[src/rtl/kffc_pkg.sv]
// Shared types, key and event codes for the keypad four-function calculator.
package kffc_pkg;

   // Default operand width and the fixed width of the result fields
   localparam int NUM_WIDTH_DEF = 32;
   localparam int OUT_WIDTH     = 32;

   // Key kinds carried on the request tuser
   localparam logic [2:0] KEY_DIGIT  = 3'd0;
   localparam logic [2:0] KEY_ADD    = 3'd1;
   localparam logic [2:0] KEY_SUB    = 3'd2;
   localparam logic [2:0] KEY_MUL    = 3'd3;
   localparam logic [2:0] KEY_DIV    = 3'd4;
   localparam logic [2:0] KEY_EQUALS = 3'd5;
   localparam logic [2:0] KEY_CLEAR  = 3'd6;

   // Result event codes carried on the response tuser
   typedef enum logic [2:0] {
      EV_IGNORED  = 3'd0,
      EV_FIRST    = 3'd1,
      EV_OPERATOR = 3'd2,
      EV_SECOND   = 3'd3,
      EV_RESULT   = 3'd4,
      EV_QUOTIENT = 3'd5,
      EV_CLEARED  = 3'd6,
      EV_DIVZERO  = 3'd7
   } event_type;

   // Stored operator
   typedef enum logic [1:0] {
      OP_ADD = 2'd0,
      OP_SUB = 2'd1,
      OP_MUL = 2'd2,
      OP_DIV = 2'd3
   } op_type;

   // Sequencer states of the top level
   typedef enum logic [1:0] {
      ST_IDLE = 2'd0,
      ST_EXEC = 2'd1,
      ST_WAIT = 2'd2,
      ST_OUT  = 2'd3
   } state_type;

   // Command to the bit-serial multiply/divide unit
   typedef struct packed {
      logic start;
      logic is_div;
   } md_cmd_type;

   // Status back from the multiply/divide unit
   typedef struct packed {
      logic busy;
      logic done;
   } md_stat_type;

endpackage

[src/rtl/kffc_muldiv.sv]
// Bit-serial shift-add multiplier and restoring divider.
module kffc_muldiv #(
   parameter int NUM_WIDTH = kffc_pkg::NUM_WIDTH_DEF
) (
   input  logic                     clock,
   input  logic                     reset,
   input  kffc_pkg::md_cmd_type     cmd,
   input  logic [NUM_WIDTH-1:0]     opa,
   input  logic [NUM_WIDTH-1:0]     opb,
   output kffc_pkg::md_stat_type    stat,
   output logic [NUM_WIDTH-1:0]     hi_out,   // product, or remainder
   output logic [NUM_WIDTH-1:0]     lo_out    // quotient
);

   localparam int CNT_W = $clog2(NUM_WIDTH);

   logic                 busy_ff, busy_in;
   logic                 done_ff, done_in;
   logic                 div_ff, div_in;
   logic [CNT_W-1:0]     cnt_ff, cnt_in;
   logic [NUM_WIDTH-1:0] hi_ff, hi_in;
   logic [NUM_WIDTH-1:0] lo_ff, lo_in;
   logic [NUM_WIDTH-1:0] b_ff, b_in;
   logic [NUM_WIDTH:0]   shifted;
   logic [NUM_WIDTH:0]   diff;

   // One step: add-and-shift for multiply, trial subtract for divide
   always_comb begin
      shifted = {hi_ff, lo_ff[NUM_WIDTH-1]};
      diff    = shifted - {1'b0, b_ff};
      busy_in = busy_ff;
      done_in = 1'b0;
      div_in  = div_ff;
      cnt_in  = cnt_ff;
      hi_in   = hi_ff;
      lo_in   = lo_ff;
      b_in    = b_ff;
      if (cmd.start) begin
         busy_in = 1'b1;
         div_in  = cmd.is_div;
         cnt_in  = CNT_W'(NUM_WIDTH - 1);
         hi_in   = '0;
         lo_in   = cmd.is_div ? opa : opb;
         b_in    = cmd.is_div ? opb : opa;
      end else if (busy_ff) begin
         if (div_ff) begin
            if (!diff[NUM_WIDTH]) begin
               hi_in = diff[NUM_WIDTH-1:0];
               lo_in = {lo_ff[NUM_WIDTH-2:0], 1'b1};
            end else begin
               hi_in = shifted[NUM_WIDTH-1:0];
               lo_in = {lo_ff[NUM_WIDTH-2:0], 1'b0};
            end
         end else begin
            hi_in = hi_ff + (lo_ff[0] ? b_ff : '0);
            lo_in = {1'b0, lo_ff[NUM_WIDTH-1:1]};
            b_in  = {b_ff[NUM_WIDTH-2:0], 1'b0};
         end
         cnt_in = cnt_ff - 1'b1;
         if (cnt_ff == '0) begin
            busy_in = 1'b0;
            done_in = 1'b1;
         end
      end
   end

   // Control registers
   always_ff @(posedge clock) begin
      if (reset) begin
         busy_ff <= 1'b0;
         done_ff <= 1'b0;
      end else begin
         busy_ff <= busy_in;
         done_ff <= done_in;
      end
   end

   // Datapath shift registers
   always_ff @(posedge clock) begin
      div_ff <= div_in;
      cnt_ff <= cnt_in;
      hi_ff  <= hi_in;
      lo_ff  <= lo_in;
      b_ff   <= b_in;
   end

   assign stat.busy = busy_ff;
   assign stat.done = done_ff;
   assign hi_out    = hi_ff;
   assign lo_out    = lo_ff;

endmodule

[src/rtl/keypad_four_function_calculator.sv]
// Top level: key decoding, operand registers, sequencer and response register.
//
// Usage: one key press enters per transaction on the req_ channel (kind on
// req_tuser, digit value on req_tdata) and exactly one response leaves on
// the rsp_ channel (event code on rsp_tuser, shown value and remainder on
// rsp_tdata).
// Each accepted key passes through the execute and output states before its
// response is registered; equals with multiply or a nonzero divide also
// waits in the wait state while the bit-serial unit runs one bit per cycle.
// One key is worked on at a time; req_tready is high only while the
// sequencer is idle.
// The response sits in an output register, so the next key is accepted
// while an earlier response still waits; if the receiver stalls, a finished
// result is held internally until the output register frees up.
// Reset (synchronous, active high) clears both operands, selects add,
// returns to first-operand entry and drops rsp_tvalid. The clear key does
// the same to the calculator state and answers with a cleared event.
module keypad_four_function_calculator #(
   parameter int NUM_WIDTH = kffc_pkg::NUM_WIDTH_DEF
) (
   input  logic        clock,
   input  logic        reset,
   input  logic        req_tvalid,
   output logic        req_tready,
   input  logic [7:0]  req_tdata,   // [3:0] digit, [7:4] zero
   input  logic [2:0]  req_tuser,   // [2:0] func
   output logic        rsp_tvalid,
   input  logic        rsp_tready,
   output logic [63:0] rsp_tdata,   // [31:0] shown_value, [63:32] remainder
   output logic [2:0]  rsp_tuser    // [2:0] event_res
);

   localparam int OW = kffc_pkg::OUT_WIDTH;

   kffc_pkg::state_type   state_ff, state_in;
   kffc_pkg::op_type      pend_ff;
   kffc_pkg::md_cmd_type  md_cmd;
   kffc_pkg::md_stat_type md_stat;
   kffc_pkg::event_type   res_ev_ff;
   logic [NUM_WIDTH-1:0]  first_ff;
   logic [NUM_WIDTH-1:0]  second_ff;
   logic                  phase_ff;
   logic [2:0]            key_ff;
   logic [3:0]            digit_ff;
   logic [OW-1:0]         res_val_ff;
   logic [OW-1:0]         res_rem_ff;
   logic                  rsp_valid_ff;
   logic [2:0]            rsp_ev_ff;
   logic [OW-1:0]         rsp_val_ff;
   logic [OW-1:0]         rsp_rem_ff;
   logic [NUM_WIDTH-1:0]  md_hi;
   logic [NUM_WIDTH-1:0]  md_lo;
   logic [NUM_WIDTH-1:0]  acc_sel;
   logic [NUM_WIDTH-1:0]  acc_next;
   logic                  accept;
   logic                  need_md;
   logic                  out_free;
   logic                  load_rsp;

   // Multiply by ten and add the digit: acc*8 + acc*2 + digit
   always_comb begin
      acc_sel  = phase_ff ? second_ff : first_ff;
      acc_next = {acc_sel[NUM_WIDTH-4:0], 3'b000} + {acc_sel[NUM_WIDTH-2:0], 1'b0}
               + NUM_WIDTH'(digit_ff);
   end

   // Equals that needs the serial unit
   assign need_md = phase_ff && (key_ff == kffc_pkg::KEY_EQUALS)
                 && (pend_ff == kffc_pkg::OP_MUL
                     || (pend_ff == kffc_pkg::OP_DIV && second_ff != '0));

   assign out_free = !rsp_valid_ff || rsp_tready;

   // Next state
   always_comb begin
      state_in = state_ff;
      case (state_ff)
         kffc_pkg::ST_IDLE: if (req_tvalid) state_in = kffc_pkg::ST_EXEC;
         kffc_pkg::ST_EXEC: state_in = need_md ? kffc_pkg::ST_WAIT : kffc_pkg::ST_OUT;
         kffc_pkg::ST_WAIT: if (md_stat.done) state_in = kffc_pkg::ST_OUT;
         kffc_pkg::ST_OUT:  if (out_free) state_in = kffc_pkg::ST_IDLE;
         default:           state_in = kffc_pkg::ST_IDLE;
      endcase
   end

   // Sequencer outputs
   always_comb begin
      req_tready    = 1'b0;
      md_cmd.start  = 1'b0;
      md_cmd.is_div = (pend_ff == kffc_pkg::OP_DIV);
      load_rsp      = 1'b0;
      case (state_ff)
         kffc_pkg::ST_IDLE: req_tready   = 1'b1;
         kffc_pkg::ST_EXEC: md_cmd.start = need_md;
         kffc_pkg::ST_WAIT: ;
         kffc_pkg::ST_OUT:  load_rsp     = out_free;
         default:           ;
      endcase
   end

   assign accept = req_tvalid && req_tready;

   // Control registers
   always_ff @(posedge clock) begin
      if (reset) begin
         state_ff     <= kffc_pkg::ST_IDLE;
         rsp_valid_ff <= 1'b0;
      end else begin
         state_ff <= state_in;
         if (load_rsp) begin
            rsp_valid_ff <= 1'b1;
         end else if (rsp_tready) begin
            rsp_valid_ff <= 1'b0;
         end
      end
   end

   // Calculator state: updated when a key executes
   always_ff @(posedge clock) begin
      if (reset) begin
         first_ff  <= '0;
         second_ff <= '0;
         pend_ff   <= kffc_pkg::OP_ADD;
         phase_ff  <= 1'b0;
      end else if (state_ff == kffc_pkg::ST_EXEC) begin
         if (key_ff == kffc_pkg::KEY_CLEAR) begin
            first_ff  <= '0;
            second_ff <= '0;
            pend_ff   <= kffc_pkg::OP_ADD;
            phase_ff  <= 1'b0;
         end else if (key_ff == kffc_pkg::KEY_DIGIT) begin
            if (phase_ff) begin
               second_ff <= acc_next;
            end else begin
               first_ff <= acc_next;
            end
         end else if (!phase_ff
                      && key_ff inside {[kffc_pkg::KEY_ADD:kffc_pkg::KEY_DIV]}) begin
            pend_ff  <= kffc_pkg::op_type'(2'(key_ff - 3'd1));
            phase_ff <= 1'b1;
         end
      end
   end

   // Key capture and pending result
   always_ff @(posedge clock) begin
      if (accept) begin
         key_ff   <= req_tuser;
         digit_ff <= req_tdata[3:0];
      end
      if (state_ff == kffc_pkg::ST_EXEC) begin
         res_rem_ff <= '0;
         if (key_ff == kffc_pkg::KEY_CLEAR) begin
            res_ev_ff  <= kffc_pkg::EV_CLEARED;
            res_val_ff <= '0;
         end else if (key_ff == kffc_pkg::KEY_DIGIT) begin
            res_ev_ff  <= phase_ff ? kffc_pkg::EV_SECOND : kffc_pkg::EV_FIRST;
            res_val_ff <= OW'(acc_next);
         end else if (!phase_ff
                      && key_ff inside {[kffc_pkg::KEY_ADD:kffc_pkg::KEY_DIV]}) begin
            res_ev_ff  <= kffc_pkg::EV_OPERATOR;
            res_val_ff <= OW'(first_ff);
         end else if (phase_ff && key_ff == kffc_pkg::KEY_EQUALS) begin
            case (pend_ff)
               kffc_pkg::OP_ADD: begin
                  res_ev_ff  <= kffc_pkg::EV_RESULT;
                  res_val_ff <= OW'(first_ff + second_ff);
               end
               kffc_pkg::OP_SUB: begin
                  res_ev_ff  <= kffc_pkg::EV_RESULT;
                  res_val_ff <= OW'(first_ff - second_ff);
               end
               default: begin
                  // multiply and nonzero divide finish in the wait state
                  res_ev_ff  <= kffc_pkg::EV_DIVZERO;
                  res_val_ff <= '0;
               end
            endcase
         end else begin
            res_ev_ff  <= kffc_pkg::EV_IGNORED;
            res_val_ff <= '0;
         end
      end else if (state_ff == kffc_pkg::ST_WAIT && md_stat.done) begin
         if (pend_ff == kffc_pkg::OP_DIV) begin
            res_ev_ff  <= kffc_pkg::EV_QUOTIENT;
            res_val_ff <= OW'(md_lo);
            res_rem_ff <= OW'(md_hi);
         end else begin
            res_ev_ff  <= kffc_pkg::EV_RESULT;
            res_val_ff <= OW'(md_hi);
            res_rem_ff <= '0;
         end
      end
   end

   // Response register
   always_ff @(posedge clock) begin
      if (load_rsp) begin
         rsp_ev_ff  <= res_ev_ff;
         rsp_val_ff <= res_val_ff;
         rsp_rem_ff <= res_rem_ff;
      end
   end

   kffc_muldiv #(
      .NUM_WIDTH(NUM_WIDTH)
   ) u_muldiv (
      .clock (clock),
      .reset (reset),
      .cmd   (md_cmd),
      .opa   (first_ff),
      .opb   (second_ff),
      .stat  (md_stat),
      .hi_out(md_hi),
      .lo_out(md_lo)
   );

   assign rsp_tvalid = rsp_valid_ff;
   assign rsp_tuser  = rsp_ev_ff;
   assign rsp_tdata  = {rsp_rem_ff, rsp_val_ff};

`ifndef NO_ASSERTIONS
   // The serial unit is started only from the execute state
   a_start_exec: assert property (@(posedge clock) disable iff (reset)
      md_cmd.start |-> state_ff == kffc_pkg::ST_EXEC)
      else $error("muldiv started outside execute");

   // Waiting for the serial unit only for multiply or divide
   a_wait_op: assert property (@(posedge clock) disable iff (reset)
      state_ff == kffc_pkg::ST_WAIT
      |-> (pend_ff == kffc_pkg::OP_MUL || pend_ff == kffc_pkg::OP_DIV))
      else $error("wait state with add or subtract pending");

   // While waiting, the serial unit is running or just finished
   a_wait_busy: assert property (@(posedge clock) disable iff (reset)
      state_ff == kffc_pkg::ST_WAIT |-> (md_stat.busy || md_stat.done))
      else $error("waiting on an idle muldiv unit");

   // A new response appears only after the output state
   a_rsp_from_out: assert property (@(posedge clock) disable iff (reset)
      $rose(rsp_tvalid) |-> $past(state_ff == kffc_pkg::ST_OUT))
      else $error("response raised outside output state");
`endif

endmodule
[config.mk]
export PLATFORM = sky130hd
export DESIGN_NAME = keypad_four_function_calculator
export DESIGN_NICKNAME = d
export VERILOG_FILES = /design/src/rtl/kffc_pkg.sv /design/src/rtl/kffc_muldiv.sv /design/src/rtl/keypad_four_function_calculator.sv
export SDC_FILE = /design/constraint.sdc
export NUM_CORES = 1
export LEC_CHECK = 0
export ABC_AREA = 1
export BUFFER_PORTS_ARGS = -buffer_cell sky130_fd_sc_hd__clkbuf_2
export CORE_MARGIN = 4
export CORE_UTILIZATION = 50
export CTS_CLUSTER_DIAMETER = 200
export DETAILED_ROUTE_END_ITERATION = 10
export GPL_ROUTABILITY_DRIVEN = 0
export PLACE_DENSITY = 0.78
export SLEW_MARGIN = 20
export SYNTH_ARGS = -nofsm -noshare
export SYNTH_HDL_FRONTEND = slang
export SYNTH_SLANG_ARGS = --single-unit
export TNS_END_PERCENT = 1
[constraint.sdc]
create_clock -name clock -period 4.2 [get_ports clock]
set_clock_uncertainty 0.2 [all_clocks]
set_input_delay 0.42 -clock clock [delete_from_list [all_inputs] [get_ports clock]]
set_output_delay 0.42 -clock clock [all_outputs]
set_load 0.05 [all_outputs]
Word level (Yosys, flattened, before mapping)
Cells that the tools add are included.
{"block": "classes", "n_addsub": 8, "n_mul": 0, "n_div": 0, "magnitude_cmp": 2, "n_eq_ne": 14, "n_shift": 0, "muxes": 57, "n_bitwise": 1, "n_reduce_logical": 29}
{"operator": "$mux 32", "n": 25}
{"operator": "$add 32x32->32", "n": 3}
{"operator": "$pmux 32 s2", "n": 1}
{"operator": "$sub 33x32->33", "n": 1}
{"operator": "$add 32x4->32", "n": 1}
{"operator": "$reduce_bool 32->1", "n": 1}
{"operator": "$sub 32x32->32", "n": 1}
{"operator": "$mux 31", "n": 1}
{"operator": "$mux 3", "n": 6}
{"operator": "$mux 2", "n": 8}
{"operator": "$mux 1", "n": 15}
{"operator": "$reduce_and 3->1", "n": 4}
{"operator": "$reduce_bool 2->1", "n": 6}
{"operator": "$eq 2x2->1 const B", "n": 4}
{"operator": "$ne 2x2->1 const B", "n": 4}
{"operator": "$pmux 2 s4", "n": 1}
{"operator": "$logic_and 1x1->1", "n": 7}
{"operator": "$eq 3x3->1 const B", "n": 2}
{"operator": "$logic_not 5->1", "n": 1}
{"operator": "$sub 5x1->5 const B", "n": 1}
{"operator": "$eq 2x1->1 const B", "n": 2}
{"operator": "$logic_not 2->1", "n": 2}
{"operator": "$ne 2x1->1 const B", "n": 2}
{"operator": "$ge 3x1->1 const B", "n": 1}
{"operator": "other kinds (9)", "n": 11}
{"block": "word_totals", "ff_bits": 315, "latchBits": 0, "ram_bits": 0, "mem_bits_ro": 0, "in_bits": 15, "out_inout_bits": 69, "mem_count": 0}

Logic depth before layout (Yosys ltp)
Gate-level depths: netlist of the first run.
{"block": "logic_depth", "depth_word": 8, "ltp_mapped": 28}

Modules after synthesis
A second synthesis of the first run with hierarchy kept.
{"block": "unflattened", "cells_unflattened": 3688, "area_unflattened_um2": 24519.8}
{"mod": "keypad_four_function_calculator", "instances": 1, "cells_each": 1970, "area_each_um2": 14128.6}
{"mod": "kffc_muldiv", "instances": 1, "cells_each": 1718, "area_each_um2": 10391.2}

Worst setup path before layout of the first run
Ideal clock, no wire load.
{"block": "synth_timing", "path_kind": "register -> register", "start": "register rsp_valid_ff, in the netlist rsp_tvalid", "end": "register rsp_rem_ff[0], enable pin", "arrival_ns": 3.834, "path_slack_ns": -0.348, "path_stages_with_launch": 2, "period_less_slack_ns": 4.548, "cell_sequence": "dfxtp_1 -> a21oi_1"}
{"block": "synth_between", "elab_chain_len": 3}
{"item": "from (decl)", "line_no": "keypad_four_function_calculator.sv:47", "rtl": "logic rsp_valid_ff;"}
{"item": "from (signal assigned)", "line_no": "keypad_four_function_calculator.sv:107", "rtl": "rsp_valid_ff <= 1'b0;"}
{"item": "from (signal assigned)", "line_no": "keypad_four_function_calculator.sv:111", "rtl": "rsp_valid_ff <= 1'b1;"}
{"item": "from (signal assigned)", "line_no": "keypad_four_function_calculator.sv:113", "rtl": "rsp_valid_ff <= 1'b0;"}
{"item": "$logic_not 1->1", "line_no": "keypad_four_function_calculator.sv:72", "rtl": "assign out_free = !rsp_valid_ff || rsp_tready;"}
{"item": "$logic_or 1x1->1", "line_no": "keypad_four_function_calculator.sv:72"}
{"item": "$mux 1", "line_no": "keypad_four_function_calculator.sv:92", "rtl": "case (state_ff)"}
{"item": "net load_rsp", "line_no": "keypad_four_function_calculator.sv:58", "rtl": "logic load_rsp;"}
{"item": "to (signal assigned)", "line_no": "keypad_four_function_calculator.sv:201", "rtl": "rsp_rem_ff <= res_rem_ff;"}
{"item": "to (decl)", "line_no": "keypad_four_function_calculator.sv:50", "rtl": "logic [OW-1:0] rsp_rem_ff;"}
The timed path passes the listed nets, and every way through them passes these cells.
A chain may end at the register's enable or synchronous reset.

Worst setup path after layout of the first run
{"block": "layout_timing", "start": "register second_ff[0]", "end": "register res_val_ff[27] (data pin)"}
{"block": "layout_between", "elab_chain_len": 7, "elab_cells_between_ends": 11, "classes_between": "add/sub: 4; mux: 7"}
{"item": "from (decl)", "line_no": "keypad_four_function_calculator.sv:41", "rtl": "logic [NUM_WIDTH-1:0] second_ff;"}
{"item": "from (signal assigned)", "line_no": "keypad_four_function_calculator.sv:133", "rtl": "second_ff <= acc_next;"}
{"item": "branches (longest 4 deep; another with $add 32x32->32)"}
{"item": "$mux 32 (*)", "line_no": "keypad_four_function_calculator.sv:156", "rtl": "end else if (key_ff == kffc_pkg::KEY_DIGIT) begin"}
{"item": "$mux 32 (*)", "line_no": "keypad_four_function_calculator.sv:153", "rtl": "if (key_ff == kffc_pkg::KEY_CLEAR) begin"}
{"item": "$mux 32 (*)", "line_no": "keypad_four_function_calculator.sv:151", "rtl": "if (state_ff == kffc_pkg::ST_EXEC) begin"}
{"item": "to (signal assigned)", "line_no": "keypad_four_function_calculator.sv:158", "rtl": "res_val_ff <= OW'(acc_next);"}
{"item": "to (signal assigned)", "line_no": "keypad_four_function_calculator.sv:162", "rtl": "res_val_ff <= OW'(first_ff);"}
{"item": "to (signal assigned)", "line_no": "keypad_four_function_calculator.sv:167", "rtl": "res_val_ff <= OW'(first_ff + second_ff);"}
{"item": "to (decl)", "line_no": "keypad_four_function_calculator.sv:45", "rtl": "logic [OW-1:0] res_val_ff;"}
Mark *: on every way between the ends.

==> results of run 1 <==
worst min-delay path, delay by kind of cell:
kind | cells | cell delay, ps
AO/OA/AOI/OAI | 1 | 80
buffers and inverters | 2 | 180
power by group through the flow:
stage          logic, W  clock network (W)  registers [W]
3_5_place_dp    0.00710                  0        0.00398
2_1_floorplan   0.00489                  0        0.00418
3_3_place_gp    0.00701                  0        0.00397
5_1_grt         0.00815            0.00354        0.00395
6_report        0.00745            0.00336        0.00392
4_1_cts         0.00715            0.00340        0.00391
per-stage QoR:
| stage | utilization (%) | power (W) |
|---|---|---|
| 4_1_cts | 55.83 | 0.01446 |
| 5_1_grt | 55.87 | 0.01564 |
| 6_report | 55.87 | 0.01473 |
| 3_5_place_dp | 53.00 | 0.01107 |
| 3_3_place_gp | 53.00 | 0.01098 |
| 2_1_floorplan | - | 0.009067 |
synth_stat cells (3+ instances only):
master / instances
and2_1: 3
inv_1: 505
a21boi_0: 5
nor2_2: 3
or2_2: 12
a22oi_1: 35
nor2_1: 281
nand4_1: 31
xnor2_1: 19
nor3_1: 30
ha_1: 161
nand3_1: 207
nand2_1: 1038
buf_6: 11
o21ai_0: 307
nor2_4: 3
a31oi_1: 33
edfxtp_1: 174
o31ai_1: 3
nand2_4: 7
o21a_1: 9
o22ai_1: 5
buf_2: 15
nand3b_1: 16
o211ai_1: 38
inv_2: 8
a21o_1: 3
nor4_1: 5
clkbuf_1: 80
o21bai_1: 20
a21oi_1: 305
nand3_2: 5
dfxtp_1: 141
nand2_2: 7
buf_1: 16
a211oi_1: 3
xor2_1: 46
fa_1: 5
o21ai_1: 19
logic make-up after synthesis:
kind of cell	after synthesis	share of synthesized area [%]
XOR/XNOR	65	2.327
buffers and inverters	641	10.29
flip-flops	315	32.90
AO/OA/AOI/OAI	793	17.79
AND/OR/NAND/NOR	1654	28.06
adder cells (fa/ha/maj)	166	8.643
sequential cells by signal, summed over array words and instances, names as in the netlist:
register,cells
u_muldiv.div_ff,1
u_muldiv.hi_out,32
rsp_tuser,3
rsp_rem_ff,32
res_ev_ff,3
pend_ff,2
u_muldiv.done_ff,1
u_muldiv.lo_out,32
state_ff,2
first_ff,32
digit_ff,4
u_muldiv.cnt_ff,5
u_muldiv.b_ff,32
key_ff,3
u_muldiv.busy_ff,1
phase_ff,1
second_ff,32
res_rem_ff,32
rsp_val_ff,32
rsp_tvalid,1
res_val_ff,32
path summary, 6_finish.rpt:
path | cells after the start | to | start
max | 26 | res_val_ff[27] | second_ff[0]
max reg2reg | 26 | res_val_ff[27] | second_ff[0]
min | 3 | rsp_tuser[2] | rsp_tready
min reg2reg | 0 | rsp_val_ff[8] | res_val_ff[8]
repair_timing:
action,CTS,global route
hold buffers,9,0
endpoints found under the setup margin,0,13
gates resized for setup,0,7
hold endpoints to repair,12,0
cell type report:
type / count / share of cell area, %
clock buffer: 54 / 3.952
clock inverter: 12 / 0.7691
inverter: 515 / 7.201
multi-input combinational: 2678 / 52.02
sequential: 315 / 29.98
tap: 615 / 2.866
timing repair buffer: 133 / 3.207
per-layer routing:
| metal | vias up | global-route usage (%) | share of wire, % |
|---|---|---|---|
| met3 | 266 | 4.100 | 10 |
| met5 | - | 0 | 0 |
| met2 | 1322 | 45.16 | 43 |
| li1 | 12090 | - | - |
| met1 | 11120 | 37.17 | 40 |
| met4 | 0 | 16.57 | 7.1 |
==> results by group, run 1 <==
Route
  • DR pass1 iterations: 8
  • Routed vias/inst: 5.738
  • Routed wire length: 77750 um
  • DR iter-0 viols: 2733
  • DR DRC count: 0
  • Post-route ant nets: 0
  • Routed via count: 24800
  • Wire per inst: 17.99 um

Timing
  • Slew Limit Fails: 0
  • Hold slack final: 82.91 ps
  • Fin Setup TNS: 0 ps
  • Final Hold Viols: 0
  • Setup ws final: 214.3 ps
  • Final Critical Period: 3986 ps
  • Worst-Margin Slew: 1071 ps
  • Tcrit/Tclk final: 94.90%
  • Final setup viols: 0
  • Max Clock Freq: 250.9 MHz
  • RSZ-0062 raised after global routing: true
  • Slew Limit Headroom: 28.58%

Cells and area
  • Synth-to-Final Area Change: 9.727%
  • Register area: 0.008049 mm^2
  • Multi-input gate area: 0.01396 mm^2
  • Number of fill cells: 4584
  • Non-filler cells, final: 4322
  • Most frequent cells in the layout: nand2_1 (1036), inv_1 (504), o21ai_0 (305)
  • Commonest non-fill, non-tap cell in the layout: nand2_1
  • Fraction of final layout cells with drive strength greater than 1: 6.555%
  • Post-layout nets: 3860
  • Ant diodes: 0
  • Cell area after layout: 0.02684 mm^2

Critical path
  • Max incr delay on CP: 390 ps
  • Arrival time at the worst endpoint: 4080 ps
  • CP Capture Type: flop
  • Critical path's most frequent cell: nand2_1
  • CP Data Required Time: 4300 ps
  • Largest fanout on the critical path: 5
  • R2R Setup Slk: 210 ps
  • Startpoint Class: flop
  • CP Class: flop to flop
  • Number of buffers and inverters on the critical path: 3
  • Slowest cell on the critical path: ha_1
  • Top cell family by delay on the critical path: simple AND/OR/NAND/NOR gates

Synthesis
  • Post-synth EDFFs: 174
  • Net Count, Synth: 3815
  • Register area share after synthesis: 32.90%
  • Unique masters post-synth: 51
  • YS warnings: 0
  • Top post-synthesis cells by area: edfxtp_1 (21%), nand2_1 (16%), dfxtp_1 (12%), ha_1 (8.2%), inv_1 (7.7%)
  • Cell Area, Synth: 0.02446 mm^2
  • Mapped Cells: 3634
  • Mean Syn Cell Area: 6.732 um^2
  • FFs w/ async S/R, synth: 0%
  • Synthesis-stage register bit count: 315
  • Post-synth top flop: edfxtp_1
  • Synth top area share: 21.36%
  • Largest area contributor in the netlist: edfxtp_1

Clock network
  • CTS Sinks: 315
  • H-tree levels: 2
  • TritonCTS clock tree: yes
  • Total CTS buffers: 36
  • Worst-Skew Late Latency: 570 ps
  • CTS Root Cell: clkbuf_16
  • Max Buffers Root-to-Sink: 3
  • Reg clk slew, reported paths: 60 ps
  • Postcts setup bufs: 0

Placed design
  • Placed cell area: 0.02546 mm^2
  • IO buf count: 79
  • Placed cells: 4247
  • Final HPWL DP: 59790 um
  • Pre-CTS setup slack: 263.5 ps

Power
  • Leak: 12.96 nW
  • Worst vdd ir: 0.3179 mV
  • Switching Fraction: 46.77%
  • Clk pwr share: 22.8%
  • Logic gate share of total power: 50.6%
  • Sequential power share: 26.6%
  • Int Pwr: 0.007840 W
  • Sw Pwr: 0.006888 W
  • Power Dens Cells: 548.6 mW/mm^2

Floorplanning
  • Starting Density: 50.92%
  • Top Ports: 84
  • Full die area: 0.05253 mm^2
  • Core ar.: 0.04805 mm^2
  • Std-Cell Rows: 80
  • Die Wd: 229.2 um
  • Chip height: 229.2 um

GRT
  • Initial antenna violation count: 0
  • Pin count of the biggest net entering global routing: 96
  • First-pass GRT wire length: 120700 um
  • Grt ovf: 0
  • Tot GR Track Use: 28.47%
  • Vias in the first global route: 22890

Hold path
  • Hold Crit Class: primary input to flop

Job
  • Max_cap viols: 0

Outcome
  • Status: finished clean
(Power assumes the default switching activity.)
==> run 2, diff against run 1 <==
--- a/config.mk
+++ b/config.mk
@@ -11,7 +11,6 @@
 export CORE_UTILIZATION = 50
 export CTS_CLUSTER_DIAMETER = 200
 export DETAILED_ROUTE_END_ITERATION = 10
-export GPL_ROUTABILITY_DRIVEN = 0
 export PLACE_DENSITY = 0.78
 export SLEW_MARGIN = 20
 export SYNTH_ARGS = -nofsm -noshare
==> constraint.sdc (replaced) <==
create_clock -name clock -period 4.2 [get_ports clock]
set_clock_uncertainty 0.2 [all_clocks]
set_input_delay 0.21 -clock clock [delete_from_list [all_inputs] [get_ports clock]]
set_output_delay 0.21 -clock clock [all_outputs]
set_load 0.05 [all_outputs]
==> run 2 against run 1 <==
  * Worst hold slack better by 97 ps
  * Largest power group unchanged
  * Highest routed layer is now met5
  * Count of clock-buffer cells in the layout is 6 lower
  * Largest cell class unchanged
  * Die area stayed put
==> results by group, run 2 (synthesis results as in run 1) <==
Floorplanning
  • Starting Density: 50.92%
  • Top Ports: 84
  • Die Wd: 229.2 um
  • Chip height: 229.2 um
  • Full die area: 0.05253 mm^2
  • Std-Cell Rows: 80
  • Core ar.: 0.04805 mm^2

Cells and area
  • Post-Route Utilization: 56.16%
  • Post-layout nets: 3896
  • Commonest non-fill, non-tap cell in the layout: nand2_1
  • Ant diodes: 0
  • Fraction of final layout cells with drive strength greater than 1: 7.351%
  • Synth-to-Final Area Change: 10.30%
  • Cell area after layout: 0.02698 mm^2
  • Most frequent cells in the layout: nand2_1 (1036), inv_1 (505), o21ai_0 (305)

Route
  • Routed wire length: 83230 um
  • DR iter-0 viols: 2512
  • Wire per inst: 19.11 um
  • DR DRC count: 0
  • Routed via count: 24430
  • Post-route ant nets: 0
  • Routed vias/inst: 5.608
  • DR pass1 iterations: 6

Power
  • Leak: 13.09 nW
  • Worst vdd ir: 0.2952 mV
  • Clk pwr share: 21.2%
  • Logic gate share of total power: 52.4%
  • Sequential power share: 26.4%
  • Power Dens Cells: 547.0 mW/mm^2
  • Sw Pwr: 0.007073 W
  • Switching Fraction: 47.92%
  • Int Pwr: 0.007687 W

Critical path
  • CP cell instances: o21ai_0, inv_1, fa_1, inv_1, ha_1, nand2_1, o21ai_2, a21oi_1, o21ai_1, xor2_1, nand2_1, o21ai_1, nand2_1, nand2_1
  • Slowest cell on the critical path: fa_1
  • Origin of the critical flop-to-flop path: phase_ff
  • Max incr delay on CP: 580 ps
  • Largest fanout on the critical path: 11
  • Crit path capture: res_val_ff[15]
  • Top cell family by delay on the critical path: compound AO/OA/AOI/OAI gates
  • Number of buffers and inverters on the critical path: 2
  • Arrival time at the worst endpoint: 4190 ps
  • CP Data Required Time: 4380 ps
  • Critical Path Start: phase_ff
  • CP Class: flop to flop
  • Critical path's most frequent cell: nand2_1
  • R2R Setup Slk: 180 ps
  • CP Depth: 14
  • Reg2reg path depth: 14
  • CP Capture Type: flop
  • Startpoint Class: flop
  • Worst r2r dst: res_val_ff[15]

Timing
  • Fin Setup TNS: 0 ps
  • RSZ-0062 raised after global routing: true
  • Slew Limit Fails: 0
  • Setup ws final: 181.6 ps
  • Final Hold Viols: 0
  • Final Critical Period: 4018 ps
  • Final setup viols: 0
  • Slew Limit Headroom: 35.19%
  • Hold slack final: 180.1 ps
  • Tcrit/Tclk final: 95.68%
  • Max Clock Freq: 248.9 MHz
  • Worst-Margin Slew: 968.7 ps

Clock network
  • Max Buffers Root-to-Sink: 3
  • H-tree levels: 2
  • CTS Sinks: 315
  • Reg clk slew, reported paths: 60 ps
  • Worst-Skew Late Latency: 550 ps
  • CTS Root Cell: clkbuf_16
  • TritonCTS clock tree: yes
  • Total CTS buffers: 37

GRT
  • Initial antenna violation count: 2
  • Grt ovf: 0
  • Vias in the first global route: 22880
  • Pin count of the biggest net entering global routing: 67
  • First-pass GRT wire length: 128200 um
  • Tot GR Track Use: 30.65%

Hold path
  • Hold Crit Class: primary input to flop

Placed design
  • Pre-CTS setup slack: 178.4 ps
  • Final GP Congestion: 1.002
  • Placed cell area: 0.02570 mm^2
  • Final HPWL DP: 66230 um
  • IO buf count: 79

Outcome
  • Status: finished clean

Job
  • Max_cap viols: 0
==> run 2: power by group through the flow <==
| stage | sequential, W | combinational [W] | clock, W |
|---|---|---|---|
| detailed placement | 0.00396 | 0.00750 | 0 |
| global placement | 0.00395 | 0.00750 | 0 |
| CTS | 0.00390 | 0.00755 | 0.00318 |
| global route | 0.00393 | 0.00852 | 0.00331 |
| finish | 0.00390 | 0.00773 | 0.00313 |
| floorplan | 0.00418 | 0.00489 | 0 |
==> run 2: worst min-delay path by stage <==
| stage | start | endpoint | slack [ps] | depth (start not counted) |
|---|---|---|---|---|
| 4_1_cts | req_tuser[0] | key_ff[0] | 160 | 2 |
| 2_1_floorplan | reset | pend_ff[0] | 80 | 1 |
| 6_report | req_tdata[0] | digit_ff[0] | 180 | 2 |
| 5_1_grt | req_tdata[0] | digit_ff[0] | 180 | 2 |
| 3_5_place_dp | req_tdata[1] | digit_ff[1] | 190 | 1 |
| 3_3_place_gp | req_tuser[2] | key_ff[2] | 190 | 1 |
==> run 2: what timing repair did <==
action | 4_1_cts | 5_1_grt
hold buffers | 11 | 0
hold endpoints to repair | 22 | 0
setup endpoints to repair | 0 | 6
gates resized for setup | 0 | 5
buffers inserted | 0 | 0
==> run 2: per-stage QoR <==
step | std cells | total power (W)
floorplan | 3634 | 0.009067
global placement | 4280 | 0.01145
detailed placement | 4280 | 0.01147
CTS | 4356 | 0.01463
global route | 4356 | 0.01577
finish | 4356 | 0.01476
==> run 2: layout make-up <==
cell class / count / area (um^2)
fill: 4723 / 21060
clock buffer: 48 / 1007
inverter: 515 / 1933
sequential: 315 / 8049
multi-input combinational: 2678 / 13960
timing repair buffer: 168 / 1116
clock inverter: 17 / 151.4
tap: 615 / 769.5
==> run 2: per-layer routing <==
metal | vias to the layer above | GRT usage (%) | routed length (um)
met5 | - | 0 | 13
met4 | 2 | 11.83 | 3789
met3 | 188 | 3.293 | 5819
met2 | 954 | 50.64 | 37860
met1 | 11150 | 41.46 | 35740
li1 | 12140 | - | -
